<file path="src/rtl/cmyg_pkg.sv">
// shared types, constants and the mosaic phase table of the cmyg demosaic block
// no dependencies; imported by every module of the block
`default_nettype none

package cmyg_pkg;

  localparam int unsigned CMYG_MAX_WIDTH = 4096;
  localparam int unsigned PIX_W          = 16;
  localparam int unsigned CFG_WIDTH_W    = 13;
  localparam int unsigned Q_DEPTH        = 4;
  localparam int unsigned Q_PTR_W        = $clog2(Q_DEPTH);

  // register map
  localparam int unsigned PADDR_W = 4;
  localparam logic [1:0] REG_IMAGE_WIDTH = 2'd0;
  localparam logic [1:0] REG_X_PHASE     = 2'd1;
  localparam logic [1:0] REG_Y_PHASE     = 2'd2;

  localparam logic [CFG_WIDTH_W-1:0] IMAGE_WIDTH_RST = 13'd4096;
  localparam logic                   X_PHASE_RST     = 1'b1;
  localparam logic [1:0]             Y_PHASE_RST     = 2'd2;

  // floor(s/3) = (s * DIV3_MUL) >> DIV3_SHIFT, exact for s < 2**19
  localparam int unsigned SUM3_W     = PIX_W + 2;
  localparam logic [SUM3_W-1:0] DIV3_MUL = 18'd174763;
  localparam int unsigned DIV3_SHIFT = 19;

  // window positions
  localparam logic [1:0] WIN_CUR   = 2'd0;
  localparam logic [1:0] WIN_LEFT  = 2'd1;
  localparam logic [1:0] WIN_ABOVE = 2'd2;
  localparam logic [1:0] WIN_UL    = 2'd3;

  typedef struct packed {
    logic [1:0] yel;
    logic [1:0] cya;
    logic [1:0] mag;
  } pick_t;

  // picked colour samples travelling from front to back
  typedef struct packed {
    logic [PIX_W-1:0] yel;
    logic [PIX_W-1:0] cya;
    logic [PIX_W-1:0] mag;
    logic             last;
  } cmy_t;

  function automatic pick_t phase_pick(input logic [2:0] mode);
    pick_t p;
    unique case (mode)
      3'd0:    p = '{yel: WIN_LEFT,  cya: WIN_CUR,   mag: WIN_ABOVE};
      3'd1:    p = '{yel: WIN_CUR,   cya: WIN_LEFT,  mag: WIN_UL};
      3'd2:    p = '{yel: WIN_UL,    cya: WIN_ABOVE, mag: WIN_LEFT};
      3'd3:    p = '{yel: WIN_ABOVE, cya: WIN_UL,    mag: WIN_CUR};
      3'd4:    p = '{yel: WIN_LEFT,  cya: WIN_CUR,   mag: WIN_UL};
      3'd5:    p = '{yel: WIN_CUR,   cya: WIN_LEFT,  mag: WIN_ABOVE};
      3'd6:    p = '{yel: WIN_UL,    cya: WIN_ABOVE, mag: WIN_CUR};
      default: p = '{yel: WIN_ABOVE, cya: WIN_UL,    mag: WIN_LEFT};
    endcase
    return p;
  endfunction

endpackage

`default_nettype wire

</file>
<file path="src/rtl/cmyg_fifo.sv">
// short queue of picked colour samples between front and back
// depends on cmyg_pkg
`default_nettype none

module cmyg_fifo import cmyg_pkg::*; (
  input  wire logic clk_i,
  input  wire logic rst_ni,
  input  wire logic wr_en_i,
  input  wire cmy_t wr_data_i,
  output logic      full_o,
  input  wire logic rd_en_i,
  output cmy_t      rd_data_o,
  output logic      empty_o
);

  cmy_t               slot_q [Q_DEPTH];
  logic [Q_PTR_W-1:0] wr_ptr_q, rd_ptr_q;
  logic [Q_PTR_W:0]   count_q;

  assign full_o    = count_q == (Q_PTR_W + 1)'(Q_DEPTH);
  assign empty_o   = count_q == '0;
  assign rd_data_o = slot_q[rd_ptr_q];

  always_ff @(posedge clk_i or negedge rst_ni) begin
    if (!rst_ni) begin
      wr_ptr_q <= '0;
      rd_ptr_q <= '0;
      count_q  <= '0;
    end else begin
      if (wr_en_i) begin
        wr_ptr_q <= (wr_ptr_q == Q_PTR_W'(Q_DEPTH - 1)) ? '0 : wr_ptr_q + Q_PTR_W'(1);
      end
      if (rd_en_i) begin
        rd_ptr_q <= (rd_ptr_q == Q_PTR_W'(Q_DEPTH - 1)) ? '0 : rd_ptr_q + Q_PTR_W'(1);
      end
      if (wr_en_i && !rd_en_i) begin
        count_q <= count_q + (Q_PTR_W + 1)'(1);
      end else if (rd_en_i && !wr_en_i) begin
        count_q <= count_q - (Q_PTR_W + 1)'(1);
      end
    end
  end

  always_ff @(posedge clk_i) begin
    if (wr_en_i) begin
      slot_q[wr_ptr_q] <= wr_data_i;
    end
  end

endmodule

`default_nettype wire

</file>
<file path="config.mk">
export PLATFORM = sky130hd
export DESIGN_NAME = cmyg_fifo
export DESIGN_NICKNAME = d
export VERILOG_FILES = /design/src/rtl/cmyg_pkg.sv /design/src/rtl/cmyg_fifo.sv
export SDC_FILE = /design/constraint.sdc
export NUM_CORES = 1
export LEC_CHECK = 0
export BUFFER_PORTS_ARGS = -buffer_cell sky130_fd_sc_hd__buf_2
export CAP_MARGIN = 20
export CORE_ASPECT_RATIO = 1.25
export CORE_UTILIZATION = 45
export CTS_CLUSTER_SIZE = 14
export DETAILED_ROUTE_END_ITERATION = 10
export SYNTH_ARGS = -nofsm -noshare
export SYNTH_HDL_FRONTEND = slang
export SYNTH_SLANG_ARGS = --single-unit
</file>
<file path="constraint.sdc">
create_clock -name clk_i -period 3.2 [get_ports clk_i]
set_input_delay 0.48 -clock clk_i [delete_from_list [all_inputs] [get_ports clk_i]]
set_output_delay 0.48 -clock clk_i [all_outputs]
set_load 0.05 [all_outputs]
</file>
==> results_dict.tcl <==
set metrics [dict create \
    area_growth_pct 18.76 \
    vdd_drop_max_mv 0.5141 \
    grt_max_degree 36 \
    grt_pass1_vias 3676 \
    cp.arrival_ps 2480 \
    cts_hold_buffers 1 \
    portBuffers 103 \
    clockPowerShare 0.245 \
    synth.most_common_cell "edfxtp_1" \
    path_cells "buf_4, mux4_2, buf_2" \
    clkLatencyLatePin_ps 480 \
    ctsResizeCount 0 \
    endpoint_kind "output port" \
    min_from "wr_data_i[7]" \
    setup_viol_count_final 0 \
    async_flop_share 0.03448 \
    synth-xor-area-share 0.003483 \
    syn-num-nets 354 \
    fillCellCount 1282 \
    start_util 0.4638 \
    yosysUniqueCellTypes 20 \
    die_w_um 117.8 \
    wl_per_cell_um 19.69 \
    fp.dieArea_mm2 0.01729 \
    p_per_area_mw_per_mm2 1030 \
    swShare 0.3687 \
    grt_util_all_layers 0.1532 \
    synth.top_cells.by_count "edfxtp_1, mux4_2, dfrtp_1, ha_1" \
    synthFlopType "edfxtp_1" \
    reg2regPathDepth 4 \
    internal-power_mw 5.828 \
    syn_inst 294 \
    rows 52 \
    clock.fmax_ghz 0.3382 \
    finalHoldViolations 0 \
    power.total_mw 9.232 \
    via_count 3346 \
    synth_top_cell_by_area "edfxtp_1" \
    startpoint_type "register" \
    final_antenna_net_count 0 \
    synth_top_family_by_area "multiplexers" \
    r2r-start "wr_ptr_q[1]" \
    p_seq_frac 0.403 \
    htree_levels 1 \
    synth_mux_area_frac 0.1512 \
    die_h_um 146.8 \
    period_share 0.9240 \
    grt_first_pass_wirelength_um 19860 \
    slowest_stage "dfrtp_4" \
    path_clk_slew_ps 60 \
    antenna_found_initial 1 \
    r2r_end "slot_q[1][46]" \
    ios 104 \
    holdPathStages 1 \
    cap_violations 0 \
    critPathKind "register to output port" \
    synth_edf_count 196 \
    cts_buffer_depth 3 \
    grt_setup_unrepaired "false" \
    postRouteWirelength_um 12700 \
    avgSynthCellArea_um2 25.66 \
    synth-compound-area-share 0.001327 \
    cts_setup_buffers 0 \
    first_pass_iters 4 \
    syn_area_mm2 0.007545 \
    final_nets 476 \
    synth-simple-area-share 0.007463 \
    n_antenna_cell 0 \
    finalSetupTns_ps 0 \
    path_max_fanout 35 \
    cts.sinks 203 \
    root_buffer "clkbuf_16" \
    synth_fa_ha_area_frac 0.01260 \
    ys_warn_count 0 \
    ys_seq_area_frac 0.8033 \
    slew_viol_final 0 \
    core_mm2 0.01627 \
    synth_top_area_share 0.7801 \
    drive_above_1_share 0.4545 \
    overflow 0 \
    synth.ff_latch_count 203 \
    drt_iter0_drc 231 \
    fin_crit_ps 2957 \
    cpPeakStageDelay_ps 870 \
    numCtsBuffers 20 \
    gp_congestion 0.6895 \
    min_to "slot_q[0][7]" \
    skew_ps 5.895 \
    status "finished, final reports clean" \
    vias_per_cell 5.188 \
    dp_hpwl_um 7832 \
    worst_pin_slew_ps 681.0 \
    synth_area_leaders "edfxtp_1, mux4_2, dfrtp_1" \
    r2r_setup_slack_ps 1310 \
    combPwrFrac 0.353 \
    relSlewSlack 0.5460 \
    switching_power_mw 3.404 \
    hp-class "input pin to register" \
    dp_cells 609 \
    worstPathRequired_ps 2720 \
    cts_tree "yes" \
    stdcell_count 645 \
    leakagePower_nw 3.097 \
    drc 0 \
]
metrics by stage:
step	instance area, um2	hold slack [ps]	worst slack [ps]	utilization
2_1_floorplan	7545	184.4	995.4	-
3_3_place_gp	8310	325.4	704.6	0.5109
3_5_place_dp	8310	331.6	672.6	0.5109
4_1_cts	8960	186.9	142.4	0.5508
5_1_grt	8960	188.8	64.34	0.5508
6_report	8960	208.2	243.3	0.5508
logic make-up (layout without fill, tap and decap cells):
family	count (synthesis)	after routing
muxes	52	52
adders and majority gates	7	7
xor gates and xnor gates	3	3
buffers and inverters	16	151
DFF	203	203
AOI/OAI and AO/OA	2	2
and+or+nand+nor	11	11
state kept, by name, indices dropped and copies added, names as in the netlist:
signal / cells
wr_ptr_q: 2
slot_q: 196
rd_ptr_q: 2
count_q: 3
worst max-delay path, delay by kind of cell, from the launching register on:
family / cells / cell delay [ps]
muxes: 1 / 530
buffers and inverters: 2 / 580
DFF: 1 / 870
power by group through the flow:
| stage | Sequential (mW) | Clock, mW | Combinational, mW |
|---|---|---|---|
| 4_1_cts | 3.74 | 2.32 | 3.31 |
| 5_1_grt | 3.79 | 2.40 | 3.43 |
| 3_5_place_dp | 3.79 | 0 | 3.31 |
| 6_report | 3.72 | 2.26 | 3.26 |
| 3_3_place_gp | 3.78 | 0 | 3.28 |
| 2_1_floorplan | 3.56 | 0 | 2.89 |
placed cells by master (no fill, tap or decap), drive strengths merged:
cell type and instances:
and2 4, buf 111, bufinv 2, clkbuf 25, clkinv 8, dfrtp 7
dlygate4sd3 1, edfxtp 196, fa 1, ha 6, inv 4, mux2 3
mux4 49, nand2 2, nor2 3, nor3 1, nor3b 1, o21ai 2
xnor2 1, xor2 2
cell type report:
type / instances / area [um2] / share of cell area
tap: 216 / 270.3 / 0.03016
inverter: 4 / 15.01 / 0.001676
sequential: 203 / 6066 / 0.6770
clock inverter: 10 / 98.84 / 0.01103
multi-input combinational: 75 / 1334 / 0.1489
timing repair buffer: 112 / 635.6 / 0.07094
clock buffer: 25 / 540.5 / 0.06033
routing by layer:
metal	wire length [um]	track usage
met1	4955	0.1855
met3	583	0.03222
met4	376	0.06346
met2	6768	0.2674
met5	13	0
worst max-delay path by stage:
stage / start / end / slack, ps
2_1_floorplan: wr_ptr_q[0] / slot_q[0][0] / 1000
5_1_grt: rd_ptr_q[0] / rd_data_o[34] / 60
3_3_place_gp: rd_ptr_q[0] / rd_data_o[1] / 700
4_1_cts: rd_ptr_q[0] / rd_data_o[33] / 140
3_5_place_dp: rd_ptr_q[0] / rd_data_o[33] / 670
6_report: rd_ptr_q[0] / rd_data_o[33] / 240
Power figures use the tool's default switching activity.
