===== src/rtl/cmyg_pkg.sv =====
// shared types, constants and the mosaic phase table of the cmyg demosaic block
// no dependencies; imported by every module of the block
`default_nettype none

package cmyg_pkg;

  localparam int unsigned CMYG_MAX_WIDTH = 4096;
  localparam int unsigned PIX_W          = 16;
  localparam int unsigned CFG_WIDTH_W    = 13;
  localparam int unsigned Q_DEPTH        = 4;
  localparam int unsigned Q_PTR_W        = $clog2(Q_DEPTH);

  // register map
  localparam int unsigned PADDR_W = 4;
  localparam logic [1:0] REG_IMAGE_WIDTH = 2'd0;
  localparam logic [1:0] REG_X_PHASE     = 2'd1;
  localparam logic [1:0] REG_Y_PHASE     = 2'd2;

  localparam logic [CFG_WIDTH_W-1:0] IMAGE_WIDTH_RST = 13'd4096;
  localparam logic                   X_PHASE_RST     = 1'b1;
  localparam logic [1:0]             Y_PHASE_RST     = 2'd2;

  // floor(s/3) = (s * DIV3_MUL) >> DIV3_SHIFT, exact for s < 2**19
  localparam int unsigned SUM3_W     = PIX_W + 2;
  localparam logic [SUM3_W-1:0] DIV3_MUL = 18'd174763;
  localparam int unsigned DIV3_SHIFT = 19;

  // window positions
  localparam logic [1:0] WIN_CUR   = 2'd0;
  localparam logic [1:0] WIN_LEFT  = 2'd1;
  localparam logic [1:0] WIN_ABOVE = 2'd2;
  localparam logic [1:0] WIN_UL    = 2'd3;

  typedef struct packed {
    logic [1:0] yel;
    logic [1:0] cya;
    logic [1:0] mag;
  } pick_t;

  // picked colour samples travelling from front to back
  typedef struct packed {
    logic [PIX_W-1:0] yel;
    logic [PIX_W-1:0] cya;
    logic [PIX_W-1:0] mag;
    logic             last;
  } cmy_t;

  function automatic pick_t phase_pick(input logic [2:0] mode);
    pick_t p;
    unique case (mode)
      3'd0:    p = '{yel: WIN_LEFT,  cya: WIN_CUR,   mag: WIN_ABOVE};
      3'd1:    p = '{yel: WIN_CUR,   cya: WIN_LEFT,  mag: WIN_UL};
      3'd2:    p = '{yel: WIN_UL,    cya: WIN_ABOVE, mag: WIN_LEFT};
      3'd3:    p = '{yel: WIN_ABOVE, cya: WIN_UL,    mag: WIN_CUR};
      3'd4:    p = '{yel: WIN_LEFT,  cya: WIN_CUR,   mag: WIN_UL};
      3'd5:    p = '{yel: WIN_CUR,   cya: WIN_LEFT,  mag: WIN_ABOVE};
      3'd6:    p = '{yel: WIN_UL,    cya: WIN_ABOVE, mag: WIN_CUR};
      default: p = '{yel: WIN_ABOVE, cya: WIN_UL,    mag: WIN_LEFT};
    endcase
    return p;
  endfunction

endpackage

`default_nettype wire


===== src/rtl/cmyg_back.sv =====
// back end: colour sums, divide by three via reciprocal multiply, result register
// depends on cmyg_pkg
`default_nettype none

module cmyg_back import cmyg_pkg::*; (
  input  wire logic         clk_i,
  input  wire logic         rst_ni,
  input  wire logic         q_empty_i,
  input  wire cmy_t         q_data_i,
  output logic              q_pop_o,
  input  wire logic         pop,
  output logic              empty,
  output logic [PIX_W-1:0]  red_o,
  output logic [PIX_W-1:0]  green_o,
  output logic [PIX_W-1:0]  blue_o,
  output logic [PIX_W-1:0]  luminance_o,
  output logic              row_end_o
);

  localparam int unsigned PROD_W = 2 * SUM3_W;

  logic                a_valid_q, b_valid_q, o_valid_q;
  logic                a_ready, b_ready, o_ready;
  logic [PIX_W:0]      my_sum, cy_sum, mc_sum;
  logic [SUM3_W-1:0]   cmy_sum;
  logic [PIX_W-1:0]    a_red_q, a_green_q, a_blue_q, b_red_q, b_green_q, b_blue_q;
  logic [SUM3_W-1:0]   a_sum3_q;
  logic                a_last_q, b_last_q;
  logic [PROD_W-1:0]   b_prod_q;

  assign o_ready = !o_valid_q || pop;
  assign b_ready = !b_valid_q || o_ready;
  assign a_ready = !a_valid_q || b_ready;
  assign q_pop_o = !q_empty_i && a_ready;
  assign empty   = !o_valid_q;

  assign my_sum  = {1'b0, q_data_i.mag} + {1'b0, q_data_i.yel};
  assign cy_sum  = {1'b0, q_data_i.cya} + {1'b0, q_data_i.yel};
  assign mc_sum  = {1'b0, q_data_i.mag} + {1'b0, q_data_i.cya};
  assign cmy_sum = SUM3_W'(mc_sum) + SUM3_W'(q_data_i.yel);

  always_ff @(posedge clk_i or negedge rst_ni) begin
    if (!rst_ni) begin
      a_valid_q <= 1'b0;
      b_valid_q <= 1'b0;
      o_valid_q <= 1'b0;
    end else begin
      if (a_ready) begin
        a_valid_q <= !q_empty_i;
      end
      if (b_ready) begin
        b_valid_q <= a_valid_q;
      end
      if (o_ready) begin
        o_valid_q <= b_valid_q;
      end
    end
  end

  always_ff @(posedge clk_i) begin
    if (q_pop_o) begin
      a_red_q   <= my_sum[PIX_W:1];
      a_green_q <= cy_sum[PIX_W:1];
      a_blue_q  <= mc_sum[PIX_W:1];
      a_sum3_q  <= cmy_sum;
      a_last_q  <= q_data_i.last;
    end
    if (b_ready && a_valid_q) begin
      b_red_q   <= a_red_q;
      b_green_q <= a_green_q;
      b_blue_q  <= a_blue_q;
      b_prod_q  <= a_sum3_q * DIV3_MUL;
      b_last_q  <= a_last_q;
    end
    if (o_ready && b_valid_q) begin
      red_o       <= b_red_q;
      green_o     <= b_green_q;
      blue_o      <= b_blue_q;
      luminance_o <= b_prod_q[DIV3_SHIFT +: PIX_W];
      row_end_o   <= b_last_q;
    end
  end

endmodule

`default_nettype wire

===== config.mk =====
export PLATFORM = sky130hd
export DESIGN_NAME = cmyg_back
export DESIGN_NICKNAME = d
export VERILOG_FILES = /design/src/rtl/cmyg_pkg.sv /design/src/rtl/cmyg_back.sv
export SDC_FILE = /design/constraint.sdc
export NUM_CORES = 1
export LEC_CHECK = 0
export ABC_AREA = 1
export BUFFER_PORTS_ARGS = -buffer_cell sky130_fd_sc_hd__buf_2
export CORE_AREA = 2 2 194 272
export DETAILED_ROUTE_END_ITERATION = 6
export DIE_AREA = 0 0 196 274
export PLACE_DENSITY = 0.53
export SLEW_MARGIN = 20
export SYNTH_ARGS = -nofsm -noshare
export SYNTH_HDL_FRONTEND = slang
export SYNTH_SLANG_ARGS = --single-unit

===== constraint.sdc =====
create_clock -name clk_i -period 4.9 [get_ports clk_i]
set_clock_uncertainty 0.1 [all_clocks]
set_input_delay 0.49 -clock clk_i [delete_from_list [all_inputs] [get_ports clk_i]]
set_output_delay 0.49 -clock clk_i [all_outputs]
set_load 0.05 [all_outputs]

==> results of run 1 <==
[metal layers]
metal	global-route usage, %	up-vias	wire length [um]	share of wire [%]
met3	3.05	72	1450	3.4
met2	32.2	207	23800	56
li1	-	5682	-	-
met1	15.8	5488	15300	36
met5	0	-	0	0
met4	8.23	0	1960	4.6
[final timing paths]
| path | slack (ns) | endpoint | start |
|---|---|---|---|
| max | 0.03 | b_prod_q[23] | a_sum3_q[8] |
| min | 0.08 | a_valid_q | q_empty_i |
| max reg2reg | 0.03 | b_prod_q[23] | a_sum3_q[8] |
| min reg2reg | 0.31 | b_blue_q[0] | a_blue_q[0] |
| max in group asynchronous | 4.36 | b_valid_q | rst_ni |
| min in group asynchronous | 0.24 | o_valid_q | rst_ni |
[stage by stage]
step                util, %  instance area, um^2  hold WS [ns]  setup WS [ns]
finish                 38.0                19600        0.0826         0.0278
global route           38.0                19600        0.0613         -0.156
CTS                    36.7                18900        0.0587        -0.0154
detailed placement     34.5                17800         0.189         -0.334
global placement       34.5                17800         0.188         -0.333
floorplan                 -                15700        0.0944          0.187
[cell usage after synthesis]
cell type / count / area (um^2)
o21bai_1: 15 / 113
o21ai_1: 2 / 10.0
ha_1: 217 / 2720
a21boi_0: 2 / 15.0
a31oi_1: 5 / 31.3
nand3_1: 56 / 280
nand4_1: 14 / 87.6
edfxtp_1: 197 / 5920
o21ai_0: 35 / 175
nor3_2: 1 / 10.0
o21a_1: 3 / 22.5
dfrtp_1: 3 / 75.1
xor2_1: 37 / 324
xnor2_1: 17 / 149
a21o_1: 11 / 82.6
o21ai_2: 4 / 35.0
a21oi_2: 1 / 8.76
nor2_1: 69 / 259
nand2_1: 314 / 1180
nand2_2: 5 / 31.3
o211ai_1: 1 / 7.51
and3_1: 1 / 6.26
a31o_2: 1 / 8.76
nor2_2: 3 / 18.8
nor3_1: 15 / 75.1
fa_1: 111 / 2220
nor4_2: 1 / 12.5
a21oi_1: 89 / 445
inv_1: 369 / 1390
[timing repair]
| item | 4_1_cts | 5_1_grt |
|---|---|---|
| hold buffers | 1 | 0 |
| gates resized for setup | 62 | 160 |
| buffers inserted | 12 | 12 |
| endpoints found under the hold margin | 3 | 0 |
| pin swaps | 14 | 39 |
| endpoints found under the setup margin | 15 | 16 |
[cells in the final DEF (no fill, tap or decap), types with 3 or more instances in the layout]
cell type | netlist | layout
nor2_2 | 3 | 6
o21ai_2 | 4 | 7
a21oi_2 | 1 | 20
xnor2_1 | 17 | 17
nor3_1 | 15 | 8
a31oi_1 | 5 | 5
nor2_1 | 69 | 57
xor2_1 | 37 | 36
a21oi_1 | 89 | 64
nand3_1 | 56 | 52
ha_2 | 0 | 4
nand2_1 | 314 | 284
buf_2 | 0 | 119
nor2_4 | 0 | 9
ha_4 | 0 | 37
nand2_2 | 5 | 21
fa_1 | 111 | 106
a21oi_4 | 0 | 6
clkbuf_16 | 0 | 17
nand3_2 | 0 | 4
buf_6 | 0 | 14
ha_1 | 217 | 176
dfrtp_1 | 3 | 3
nand2_4 | 0 | 13
clkinv_8 | 0 | 7
o21bai_1 | 15 | 14
fa_2 | 0 | 5
nor3_2 | 1 | 6
inv_4 | 0 | 4
edfxtp_1 | 197 | 197
buf_4 | 0 | 97
o21ai_0 | 35 | 22
a21o_1 | 11 | 11
inv_1 | 369 | 343
nand4_1 | 14 | 14
o21a_1 | 3 | 3
inv_6 | 0 | 3
inv_2 | 0 | 22
o21ai_1 | 2 | 12
[area by class of cell]
| class | instances | area [um^2] | area share [%] |
|---|---|---|---|
| flip-flops and latches | 200 | 5990 | 30.6 |
| repair buffers | 231 | 1490 | 7.61 |
| well taps | 656 | 821 | 4.19 |
| inverters | 369 | 1400 | 7.12 |
| multi-input cells | 1030 | 9270 | 47.3 |
| clock buffers | 17 | 425 | 2.17 |
| clock inverters | 15 | 213 | 1.09 |
[logic make-up (layout without fill, tap and decap cells)]
family          count (synthesis)  in the layout  synth area share (%)
simple gates                  479            479                  12.5
buf+inv                       369            632                  8.82
fa+ha+maj                     328            328                  31.4
flops                         200            200                  38.2
compound gates                169            169                  6.08
xor+xnor                       54             54                  3.01
==> flow_summary.ini, run 1 <==
[run_status]
status = complete, no violations

[worst_setup_path]
cp.required_ns = 5.02
critPathMaxStageDelay_ns = 0.55
slowest_stage = fa_2
start_kind = flip-flop
r2r_cells = 18
worstPathBufferInverterCount = 6
endpoint_kind = flip-flop
crit_top_cell = fa_1
crit_family = adder cells
path_class = flip-flop to flip-flop
path_depth = 18
critPathMaxFanout = 4
cp_cell_sequence = buf_4, buf_4, fa_1, inv_1, fa_2, fa_1, fa_1, fa_1, inv_1, ha_4, nand2_4, nor2_2, inv_2, nor3_4, buf_4, nand3_1, nand4_1, nand2_1
arrival_ns = 4.99

[yosys]
yosys_warnings = 0
synth_area_um2 = 15700
synth_nets = 1980
synth_cell_types = 29
ys_ff_latch = 200
ys_seq_area_share_pct = 38.2
syn_area_per_cell_um2 = 9.82
syn_inst = 1599

[min_path]
hold_depth = 2
hp-class = input pin to flip-flop

[global_route]
grt_max_degree = 49
antenna_found_initial = 0
grt_first_pass_wirelength_um = 65500
grt_use_total_pct = 16.2
grt_pass1_vias = 12300
gr-total-overflow = 0

[clock_tree]
htreeDepth = 4
cts_buffer_depth = 2
clkTransAtPathRegs_ns = 0.09
cts_tree = built
clkLatencyLatePin_ns = 0.48
cts_root_buf = clkbuf_16
cts_sinks = 200
cts_buffers = 17

[finish]
finalNetCount = 2230
layoutNonFillerInstCount = 2518
largest_register_ffs = 18
largest-register = a_sum3_q
num-fill-cells = 5165
syn2layout_area_growth_pct = 24.9
drive_above_1_share_pct = 23.3
diodes = 0

[route]
first_pass_iters = 5
drc = 0
first_iter_violations = 464
antenna_left = 0
viasPerCell = 4.55
routedWlPerCell_um = 16.9
wirelength_um = 42600
vias = 11400

[placed_design]
dp_hpwl_um = 35700
routabilityCongestion = 0.944
dp.cells = 2463
io_buffers = 119

[timing]
finalCriticalPeriod_ns = 4.87
slew_viol_final = 0
hold_viol = 0
worst_pin_slew_ns = 0.965
fmax_mhz = 205
setup_viol = 0
rsz0062_at_grt = yes
relSlewSlack_pct = 35.5
fin_setup_tns_ns = 0
post-route-period-util_pct = 99.4

[run]
cap_violations = 0

[floorplanning]
core-area_um2 = 51500
die_height_um = 274
die_w_um = 196
start_util_pct = 30.5
ios = 120
rows = 99
dieArea_um2 = 53700
Power of run 1 is left out: the tool's default activity adds up to more than one toggle a clock period on the data nets, which glitch-free logic cannot reach.
==> inputs of run 2 (changes only) <==
- PLACE_DENSITY: 0.53 -> unset
- PLACE_DENSITY_LB_ADDON: unset -> 0.12
==> run 2 against run 1 <==
Compared with the run above:
- the flow now finishes with violations (setup timing)
- hold slack worse by 0.0018 ns
- non-clock buffer count decreased by 11
- worst setup slack got worse by 0.034 ns
- clock-buffer cell count stayed put
- final cell count down 0.44%
- register-to-register slack lost 0.03 ns
- critical path type unchanged
- highest routed layer unchanged
==> flow_summary.ini, run 2 (synthesis results as in run 1) <==
[clock_tree]
clkLatencyLatePin_ns = 0.48
cts_buffers = 17
cts_root_buf = clkbuf_16
cts_tree = built
clkTransAtPathRegs_ns = 0.09
cts_sinks = 200
htreeDepth = 4
cts_buffer_depth = 2

[finish]
diodes = 0
num-fill-cells = 5138
final_common_cell = inv_1
largest_register_ffs = 18
largest-register = a_sum3_q
final_cell_mix = inv_1, nand2_1, edfxtp_1
finalNetCount = 2219
multi_input_area_um2 = 9210
drive_above_1_share_pct = 22.2
syn2layout_area_growth_pct = 23.9
seq_area_um2 = 5990

[floorplanning]
ios = 120
core-area_um2 = 51500
die_height_um = 274
start_util_pct = 30.5
dieArea_um2 = 53700
rows = 99
die_w_um = 196

[worst_setup_path]
slowest_stage = fa_1
cp_cell_sequence = ha_4, fa_1, inv_2, fa_1, inv_1, fa_1, inv_1, fa_1, fa_1, inv_1, ha_4, nand2_1, nand2_1, inv_1, nor2_2, nor2_4, o21ai_1, a21oi_1, buf_4, nand3_2, nand2_1
cp.required_ns = 5.03
arrival_ns = 5.04
path_class = flip-flop to flip-flop
crit_top_cell = fa_1
start_kind = flip-flop
critPathMaxFanout = 4
endpoint_kind = flip-flop
critPathMaxStageDelay_ns = 0.54
r2r_cells = 21

[placed_design]
io_buffers = 119
routabilityCongestion = 0.901
dp_hpwl_um = 36300

[timing]
finalCriticalPeriod_ns = 4.91
worst_pin_slew_ns = 0.953
relSlewSlack_pct = 36.4
slew_viol_final = 0
post-route-period-util_pct = 100
setup_slack_ns = -0.00656
setup_viol = 1
whs_ns = 0.0808
fmax_mhz = 204
rsz0062_at_grt = yes
hold_viol = 0

[global_route]
grt_use_total_pct = 16.4
grt_use_met1_pct = 15.4
grt_pass1_vias = 12300
antenna_found_initial = 0
grt.busiest_layer = met2
grt_first_pass_wirelength_um = 65400
grt_use_met2_pct = 33.7
grt_use_met3_pct = 2.53
grt_max_degree = 64
gr-total-overflow = 0

[min_path]
hp-class = input pin to flip-flop
hold_depth = 2

[route]
first_iter_violations = 404
vias = 11300
viasPerCell = 4.50
wirelength_um = 43200
antenna_left = 0
drc = 0
routedWlPerCell_um = 17.2
first_pass_iters = 7

[run_status]
status = complete, but fails checks
violations = setup timing

[run]
cap_violations = 0
## run 2: layout make-up
| class | instances | share of cell area, % |
|---|---|---|
| clock buffer | 17 | 2.19 |
| multi-input combinational | 1030 | 47.3 |
| timing repair buffer | 220 | 7.15 |
| clock inverter | 15 | 1.16 |
| sequential | 200 | 30.8 |
| inverter | 369 | 7.13 |
| tap | 656 | 4.22 |
## run 2: path summary, 6_finish.rpt
kind                            slack [ns]        start           end
worst max register to register      -0.007  a_sum3_q[3]  b_prod_q[31]
worst max-delay path                -0.007  a_sum3_q[3]  b_prod_q[31]
worst min-delay path                  0.08    q_empty_i     a_valid_q
min in group asynchronous             0.23       rst_ni     o_valid_q
max in group asynchronous             4.36       rst_ni     a_valid_q
worst min register to register        0.32  b_blue_q[2]     blue_o[2]
## run 2: through the flow
stage / setup TNS, ns / instance area [um^2] / std cells / worst slack (ns) / util (%)
2_1_floorplan: 0 / 15700 / 1599 / 0.187 / -
3_3_place_gp: -1.53 / 17800 / 2456 / -0.249 / 34.5
3_5_place_dp: -1.60 / 17800 / 2456 / -0.233 / 34.5
4_1_cts: -0.217 / 18700 / 2497 / -0.0588 / 36.4
5_1_grt: -1.38 / 19400 / 2507 / -0.195 / 37.7
6_report: -0.00656 / 19400 / 2507 / -0.00656 / 37.7
## run 2: layer usage
metal / routed length (um) / share of wire, %
met5: 0 / 0
met1: 15100 / 35
met2: 24800 / 57
met3: 1160 / 2.7
met4: 2110 / 4.9
## run 2: worst max-delay path: cells and delay by family, from the launching register on
family / cells / cell delay [ns]
buf+inv: 6 / 0.40
fa+ha+maj: 7 / 3.01
compound gates: 2 / 0.18
flops: 1 / 0.50
simple gates: 6 / 0.45
## run 2: repair_timing
item,in CTS,in global routing
endpoints found under the hold margin,3,0
pin swaps,3,43
buffers inserted,8,11
resized for setup,50,149
hold buffers,1,0
setup endpoints to repair,13,16
Power of run 2 is left out for the same reason.
